`src/rtl/rnfh_pkg.sv`:
```
`timescale 1ns / 1ps

package rnfh_pkg;

  // FNV-1a 64 offset basis; the prime is 2^40 + 0x1b3
  localparam logic [63:0] FnvBasis = 64'hcbf29ce484222325;

  localparam logic [7:0] ChAt    = 8'h40;  // '@'
  localparam logic [7:0] ChSlash = 8'h2f;  // '/'
  localparam logic [7:0] ChOne   = 8'h31;  // '1'
  localparam logic [7:0] ChTwo   = 8'h32;  // '2'
  localparam logic [7:0] ChSpace = 8'h20;
  localparam logic [7:0] ChTab   = 8'h09;
  localparam logic [7:0] ChCr    = 8'h0d;
  localparam logic [7:0] ChLf    = 8'h0a;
  localparam logic [7:0] ChNul   = 8'h00;

  // Classified item passed from front to back
  typedef struct packed {
    logic       kept;   // byte goes into the hash
    logic [7:0] data;
    logic       last;   // closes the name
  } front_item_t;

  function automatic logic is_terminator(logic [7:0] b);
    return (b == ChNul) || (b == ChSpace) || (b == ChTab) || (b == ChCr) || (b == ChLf);
  endfunction

  // One FNV-1a step; multiply by the sparse prime as a sum of shifts
  function automatic logic [63:0] fnv_fold(logic [63:0] h, logic [7:0] b);
    logic [63:0] x;
    x = h ^ {56'd0, b};
    return (x << 40) + (x << 8) + (x << 7) + (x << 5) + (x << 4) + (x << 1) + x;
  endfunction

endpackage

```
`src/rtl/rnfh_front.sv`:
```
`timescale 1ns / 1ps

module rnfh_front (
  input  logic                 clk_i,
  input  logic                 rst_ni,
  input  logic                 in_valid_i,
  output logic                 in_ready_o,
  input  logic [7:0]           name_byte_i,
  input  logic                 byte_present_i,
  input  logic                 last_byte_i,
  output logic                 push_o,
  output rnfh_pkg::front_item_t item_o,
  input  logic                 q_ready_i
);

  logic at_start_q, at_start_d;
  logic term_seen_q, term_seen_d;
  logic accept;
  logic kept;

  assign in_ready_o = q_ready_i;
  assign accept     = in_valid_i && q_ready_i;

  // Classify the byte against name-start and terminator state
  always_comb begin
    kept        = 1'b0;
    at_start_d  = at_start_q;
    term_seen_d = term_seen_q;
    if (byte_present_i) begin
      at_start_d = 1'b0;
      if (at_start_q && (name_byte_i == rnfh_pkg::ChAt)) begin
        kept = 1'b0;
      end else if (term_seen_q) begin
        kept = 1'b0;
      end else if (rnfh_pkg::is_terminator(name_byte_i)) begin
        term_seen_d = 1'b1;
      end else begin
        kept = 1'b1;
      end
    end
    if (last_byte_i) begin
      at_start_d  = 1'b1;
      term_seen_d = 1'b0;
    end
  end

  // Items that neither add a byte nor close a name are dropped here
  assign push_o      = accept && (kept || last_byte_i);
  assign item_o.kept = kept;
  assign item_o.data = name_byte_i;
  assign item_o.last = last_byte_i;

  always_ff @(posedge clk_i or negedge rst_ni) begin
    if (!rst_ni) begin
      at_start_q  <= 1'b1;
      term_seen_q <= 1'b0;
    end else if (accept) begin
      at_start_q  <= at_start_d;
      term_seen_q <= term_seen_d;
    end
  end

endmodule

```
`src/rtl/rnfh_queue.sv`:
```
`timescale 1ns / 1ps

// Two-entry queue between front and back
module rnfh_queue (
  input  logic                  clk_i,
  input  logic                  rst_ni,
  input  logic                  push_i,
  input  rnfh_pkg::front_item_t push_item_i,
  output logic                  ready_o,
  input  logic                  pop_i,
  output logic                  valid_o,
  output rnfh_pkg::front_item_t pop_item_o
);

  rnfh_pkg::front_item_t entry_q [2];
  logic       wr_ptr_q, rd_ptr_q;
  logic [1:0] count_q, count_d;
  logic       do_push, do_pop;

  assign ready_o    = (count_q != 2'd2);
  assign valid_o    = (count_q != 2'd0);
  assign pop_item_o = entry_q[rd_ptr_q];
  assign do_push    = push_i && ready_o;
  assign do_pop     = pop_i && valid_o;

  always_comb begin
    count_d = count_q;
    if (do_push && !do_pop) begin
      count_d = count_q + 2'd1;
    end else if (!do_push && do_pop) begin
      count_d = count_q - 2'd1;
    end
  end

  always_ff @(posedge clk_i or negedge rst_ni) begin
    if (!rst_ni) begin
      wr_ptr_q <= 1'b0;
      rd_ptr_q <= 1'b0;
      count_q  <= 2'd0;
    end else begin
      count_q <= count_d;
      if (do_push) begin
        wr_ptr_q <= ~wr_ptr_q;
      end
      if (do_pop) begin
        rd_ptr_q <= ~rd_ptr_q;
      end
    end
  end

  // Payload storage, no reset
  always_ff @(posedge clk_i) begin
    if (do_push) begin
      entry_q[wr_ptr_q] <= push_item_i;
    end
  end

endmodule

```
`src/rtl/rnfh_back.sv`:
```
`timescale 1ns / 1ps

module rnfh_back (
  input  logic                  clk_i,
  input  logic                  rst_ni,
  input  logic                  q_valid_i,
  input  rnfh_pkg::front_item_t item_i,
  output logic                  pop_o,
  output logic                  out_valid_o,
  input  logic                  out_ready_i,
  output logic [63:0]           name_hash_o
);

  logic [63:0] hash_all_q, hash_all_d;
  logic [63:0] hash_wo_q, hash_wo_d;
  logic [7:0]  tail0_q, tail0_d, tail1_q, tail1_d;
  logic [1:0]  cnt_q, cnt_d;
  logic        out_valid_q;
  logic [63:0] out_hash_q;
  logic        out_free;
  logic        suffix;
  logic [63:0] result;

  // A closing item needs a free output register; others always go
  assign out_free = !out_valid_q || out_ready_i;
  assign pop_o    = q_valid_i && (!item_i.last || out_free);

  // Fold the kept byte into the full hash, and the byte two places back into the suffix-free hash
  always_comb begin
    hash_all_d = hash_all_q;
    hash_wo_d  = hash_wo_q;
    tail0_d    = tail0_q;
    tail1_d    = tail1_q;
    cnt_d      = cnt_q;
    if (item_i.kept) begin
      hash_all_d = rnfh_pkg::fnv_fold(hash_all_q, item_i.data);
      if (cnt_q >= 2'd2) begin
        hash_wo_d = rnfh_pkg::fnv_fold(hash_wo_q, tail0_q);
      end
      tail0_d = tail1_q;
      tail1_d = item_i.data;
      if (cnt_q != 2'd3) begin
        cnt_d = cnt_q + 2'd1;
      end
    end
  end

  // Pick the result: empty, mate suffix dropped, or full hash
  always_comb begin
    suffix = (cnt_d >= 2'd2) && (tail0_d == rnfh_pkg::ChSlash) &&
             ((tail1_d == rnfh_pkg::ChOne) || (tail1_d == rnfh_pkg::ChTwo));
    if (cnt_d == 2'd0) begin
      result = 64'd0;
    end else if (suffix) begin
      result = (cnt_d == 2'd2) ? 64'd0 : hash_wo_d;
    end else begin
      result = hash_all_d;
    end
  end

  always_ff @(posedge clk_i or negedge rst_ni) begin
    if (!rst_ni) begin
      hash_all_q <= rnfh_pkg::FnvBasis;
      hash_wo_q  <= rnfh_pkg::FnvBasis;
      tail0_q    <= 8'd0;
      tail1_q    <= 8'd0;
      cnt_q      <= 2'd0;
    end else if (pop_o) begin
      if (item_i.last) begin
        hash_all_q <= rnfh_pkg::FnvBasis;
        hash_wo_q  <= rnfh_pkg::FnvBasis;
        tail0_q    <= 8'd0;
        tail1_q    <= 8'd0;
        cnt_q      <= 2'd0;
      end else begin
        hash_all_q <= hash_all_d;
        hash_wo_q  <= hash_wo_d;
        tail0_q    <= tail0_d;
        tail1_q    <= tail1_d;
        cnt_q      <= cnt_d;
      end
    end
  end

  // Output register
  always_ff @(posedge clk_i or negedge rst_ni) begin
    if (!rst_ni) begin
      out_valid_q <= 1'b0;
    end else if (pop_o && item_i.last) begin
      out_valid_q <= 1'b1;
    end else if (out_ready_i) begin
      out_valid_q <= 1'b0;
    end
  end

  always_ff @(posedge clk_i) begin
    if (pop_o && item_i.last) begin
      out_hash_q <= result;
    end
  end

  assign out_valid_o = out_valid_q;
  assign name_hash_o = out_hash_q;

endmodule

```
`src/rtl/read_name_fnv1a64_hash_core.sv`:
```
`timescale 1ns / 1ps
// A name's last item passes through the queue, then its hash waits in the output register.
// One item per cycle unless the output stalls; the back folds each byte into two hashes.
// A two-entry queue parts the classifying front from the hashing back.
// Reset (rst_ni low, asynchronous) empties the queue and output and restores the
// offset basis and name-start state; no clearing pass is needed.

module read_name_fnv1a64_hash_core (
  input  logic        clk_i,
  input  logic        rst_ni,
  input  logic        in_valid_i,
  output logic        in_ready_o,
  input  logic [7:0]  name_byte_i,
  input  logic        byte_present_i,
  input  logic        last_byte_i,
  output logic        out_valid_o,
  input  logic        out_ready_i,
  output logic [63:0] name_hash_o
);

  rnfh_pkg::front_item_t push_item, pop_item;
  logic push, q_ready, q_valid, pop;

  rnfh_front u_front (
    .clk_i          (clk_i),
    .rst_ni         (rst_ni),
    .in_valid_i     (in_valid_i),
    .in_ready_o     (in_ready_o),
    .name_byte_i    (name_byte_i),
    .byte_present_i (byte_present_i),
    .last_byte_i    (last_byte_i),
    .push_o         (push),
    .item_o         (push_item),
    .q_ready_i      (q_ready)
  );

  rnfh_queue u_queue (
    .clk_i       (clk_i),
    .rst_ni      (rst_ni),
    .push_i      (push),
    .push_item_i (push_item),
    .ready_o     (q_ready),
    .pop_i       (pop),
    .valid_o     (q_valid),
    .pop_item_o  (pop_item)
  );

  rnfh_back u_back (
    .clk_i       (clk_i),
    .rst_ni      (rst_ni),
    .q_valid_i   (q_valid),
    .item_i      (pop_item),
    .pop_o       (pop),
    .out_valid_o (out_valid_o),
    .out_ready_i (out_ready_i),
    .name_hash_o (name_hash_o)
  );

endmodule

```
`config.mk`:
```
export PLATFORM = sky130hd
export DESIGN_NAME = read_name_fnv1a64_hash_core
export DESIGN_NICKNAME = d
export VERILOG_FILES = /design/src/rtl/rnfh_pkg.sv /design/src/rtl/rnfh_front.sv /design/src/rtl/rnfh_queue.sv /design/src/rtl/rnfh_back.sv /design/src/rtl/read_name_fnv1a64_hash_core.sv
export SDC_FILE = /design/constraint.sdc
export NUM_CORES = 2
export LEC_CHECK = 0
export ABC_AREA = 1
export BUFFER_PORTS_ARGS = -buffer_cell sky130_fd_sc_hd__buf_4
export CAP_MARGIN = 40
export CORE_ASPECT_RATIO = 1.1
export CORE_MARGIN = 2
export CORE_UTILIZATION = 25
export CTS_CLUSTER_DIAMETER = 60
export DETAILED_ROUTE_END_ITERATION = 12
export PLACE_DENSITY = 0.47
export SLEW_MARGIN = 40
export SYNTH_ARGS = -nofsm -noshare
export SYNTH_HDL_FRONTEND = slang
export SYNTH_SLANG_ARGS = --single-unit
```
`constraint.sdc`:
```
create_clock -name clk_i -period 7.4 [get_ports clk_i]
set_clock_uncertainty 0.1 [all_clocks]
set_input_delay 1.11 -clock clk_i [delete_from_list [all_inputs] [get_ports clk_i]]
set_output_delay 1.11 -clock clk_i [all_outputs]
set_load 0.01 [all_outputs]
```
==> summary.md <==
| Metric | Value |
|---|---|
| Clk Latency, worst-skew pair | roughly 630 ps |
| Die Wd | approximately 370 um |
| GPL Wtd Cong | roughly 1 |
| Fin crit period | between 6000 and 7000 ps |
| Placed cell areas | between 30000 and 40000 um2 |
| Worst EP required | roughly 7600 ps |
| PortBufs | between 70 and 80 |
| Global-route wire length before repair | between 200000 and 250000 um |
| Final net count | between 5000 and 6000 |
| Area growth, synth to finish | 12.32% |
| Rows | roughly 150 |
| Final period util | between 90 and 100% |
| WL met3 | 6028 um |
| CTS Buf Count | 43 |
| Area of the core | 142200 um2 |
| DP HPWL | around 120000 um |
| Initial Utilization | between 20% and 30% |
| CP arrival | 7110 ps |
| Clk root buf | clkbuf_16 |
| M1 WL | ~63000 um |
| Run status | finished clean |
| Share of cells above drive strength 1 | under 10% |
| Clock Pin Slew Worst Setup and Hold Paths | 60 ps |
| Max Used Layer | met4 |
| GRT Total Usage | 19.88% |
| Design area | around 40000 um2 |
| Final setup TNS | 0 ps |
| Commonest non-fill, non-tap cell in the layout | nand2_1 |
| Ports | 80 |
| Largest net degree at the start of global routing | between 100 and 150 |
| Vias | around 31000 |
| DRC violation total after the first TritonRoute iteration | approximately 2400 |
| Worst Reg2Reg Path Length in Cells | 20 |
| Actual slew at the worst max-slew pin | 873.7 ps |
| Critical path fanouts, max | 15 |
| Routed wire length | between 100000 and 150000 um |
| Worst slew margin | approximately two fifths |
| Num Clock Sinks | roughly 240 |
| Sequential area share after synthesis | between 10% and 20% |
| Yosys cell types | between 40 and 50 |
| Cell Area, Synth | approximately 36000 um2 |
| Metal2 WL | 69660 um |
| Seq cells post-synth | about 240 |
| Post-CTS sizing | 0 |
| Most frequent cells in the layout | 1360 x nand2_1, 1340 x inv_1, 481 x fa_1 |
| Max clock buf depth | 3 |
| Mapped Cells | 4967 |
| CTS Hold Bufs | 0 |
| Die area | ~150000 um2 |
| Cell count after placement | 6911 |
| Avg Vias per Cell | around 4.5 |
| R2r startpoint | u_queue.rd_ptr_q$_DFFE_PN0P_ |
| Final max-slew violation count | 0 |
| R2r setup slk | around 530 ps |
| Hold Fails Final Rpt | 0 |
| DR WL/cell | 20.61 um |
| Syn Area/Cell | between 7 and 8 um2 |
| DRC errors left | 0 |
| Max cap viols | 0 |
| Hold crit path type | in -> async |
| Synth Flop Type | dfrtp_1 |
| Post-route insts no fill | 6993 |
| CTS tree | done |
| Vias in the first global route | 32550 |
| WS Path Type | reg -> reg |
| Synth Warn # | 0 |
| Clock H-tree levels | 2 |
| Ys async rst share | ~65% |
| Die height | ~400 um |
| RSZ-0062 raised after global routing | false |
| Peak Freq | between 100 and 150 MHz |
| Startpoint types | register |
| Antenna violations before repair | 0 |
| Antenna viol nets, final | 0 |
| Post-Syn Nets | 5676 |
| Overflow after GRT | 0 |
| Setup repair bufs after CTS | 0 |
| DRT Pass-1 Iters | 6 |
| Setup-failing EPs final | 0 |
| EDFF count, synth | between 80 and 90 |
| Fin util | ~28% |
| RR Endpoint | u_back.name_hash_o[53]$_SDFFCE_PN0P_ |
| CP endpoint kind | register |
how the worst max path moves through the flow:
| stage | startpoint | end | slack [ps] | depth (start not counted) |
|---|---|---|---|---|
| floorplan | u_queue.rd_ptr_q$_DFFE_PN0P_ | u_back.name_hash_o[59]$_SDFFCE_PN0P_ | 2160 | 23 |
| global placement | u_queue.rd_ptr_q$_DFFE_PN0P_ | u_back.name_hash_o[53]$_SDFFCE_PN0P_ | 710 | 20 |
| detailed placement | u_queue.rd_ptr_q$_DFFE_PN0P_ | u_back.name_hash_o[53]$_SDFFCE_PN0P_ | 730 | 20 |
| CTS | u_queue.rd_ptr_q$_DFFE_PN0P_ | u_back.name_hash_o[53]$_SDFFCE_PN0P_ | 670 | 20 |
| global route | u_queue.rd_ptr_q$_DFFE_PN0P_ | u_back.name_hash_o[53]$_SDFFCE_PN0P_ | 100 | 20 |
| finish | u_queue.rd_ptr_q$_DFFE_PN0P_ | u_back.name_hash_o[53]$_SDFFCE_PN0P_ | 530 | 20 |
through the flow:
step / hold WS (ps) / setup WS, ps
3_3_place_gp: 377.1 / 712.0
6_report: 356.9 / 527.9
3_5_place_dp: 384.8 / 730.9
5_1_grt: 365.6 / 101.3
4_1_cts: 362.8 / 665.4
2_1_floorplan: 363.5 / 2156
per-layer routing:
layer  global-route usage (%)  vias up
li1                         -    15010
met1                    25.83    15340
met2                    34.25      775
met3                    1.749      194
met4                    7.046        0
met5                        0        -
Yosys cell counts, drive strengths merged (3+ instances only):
cell,count,area (um2)
buf,26,153.9
nor2,252,953.4
or2,32,200.2
xor2,44,385.4
a22oi,11,82.58
edfxtp,84,2522
dfstp,57,1498
o22ai,11,68.82
o21a,6,45.04
fa,481,9629
nor3,27,140.1
inv,1346,5052
clkinv,3,11.26
dfrtp,96,2402
and2,7,43.79
nand2,1364,5122
a21oi,219,1122
nor4,5,31.28
ha,214,2678
nand3,280,1451
o211ai,10,75.07
o21ai,199,999.7
xnor2,47,411.6
clkbuf,54,202.7
and3,5,31.28
o21bai,21,157.7
nand4,48,300.3
nand3b,6,45.04
critical path, cell delays in order (launching register included):
cell and delay, ps:
dfrtp_1 590, inv_2 120, o21ai_0 480, xor2_1 540
inv_1 260, fa_1 550, inv_1 50, fa_1 390
fa_1 530, fa_1 500, inv_1 40, ha_1 420
nand2_1 180, nor2_1 230, inv_1 100, nor3_1 560
nand3_1 370, nand4_1 200, nand3_1 130, nand3_1 120
a21oi_2 90
area by class of cell:
class | instances | area (um2)
Antenna cell | 1 | 2.502
Clock buffer | 53 | 1134
Clock inverter | 27 | 266.5
Fill cell | 15780 | 101900
Tap cell | 1911 | 2391
Timing Repair Buffer | 114 | 912.1
Inverter | 1349 | 5069
Multi-Input combinational cell | 3301 | 24130
Sequential cell | 237 | 6431
sequential cells by signal, summed over array words and instances (netlist names), 2 cells and up:
name                flops
u_back.cnt_q            2
u_back.hash_all_q      64
u_queue.count_q         2
u_back.tail0_q          8
u_back.tail1_q          8
u_queue.entry_q        20
u_back.name_hash_o     64
u_back.hash_wo_q       64
logic make-up (layout without fill, tap and decap cells):
family	after synthesis	after routing	synth area share (%)
buf+inv	1429	1543	15.09
flops	237	237	17.88
compound gates	486	486	7.295
fa+ha+maj	695	695	34.27
xor+xnor	91	91	2.219
mux	2	2	0.05574
other cells	0	1	0
simple gates	2027	2027	23.19
Power is not shown: default switching activity piles up to over one toggle a cycle in this logic, so the estimate is an artifact.
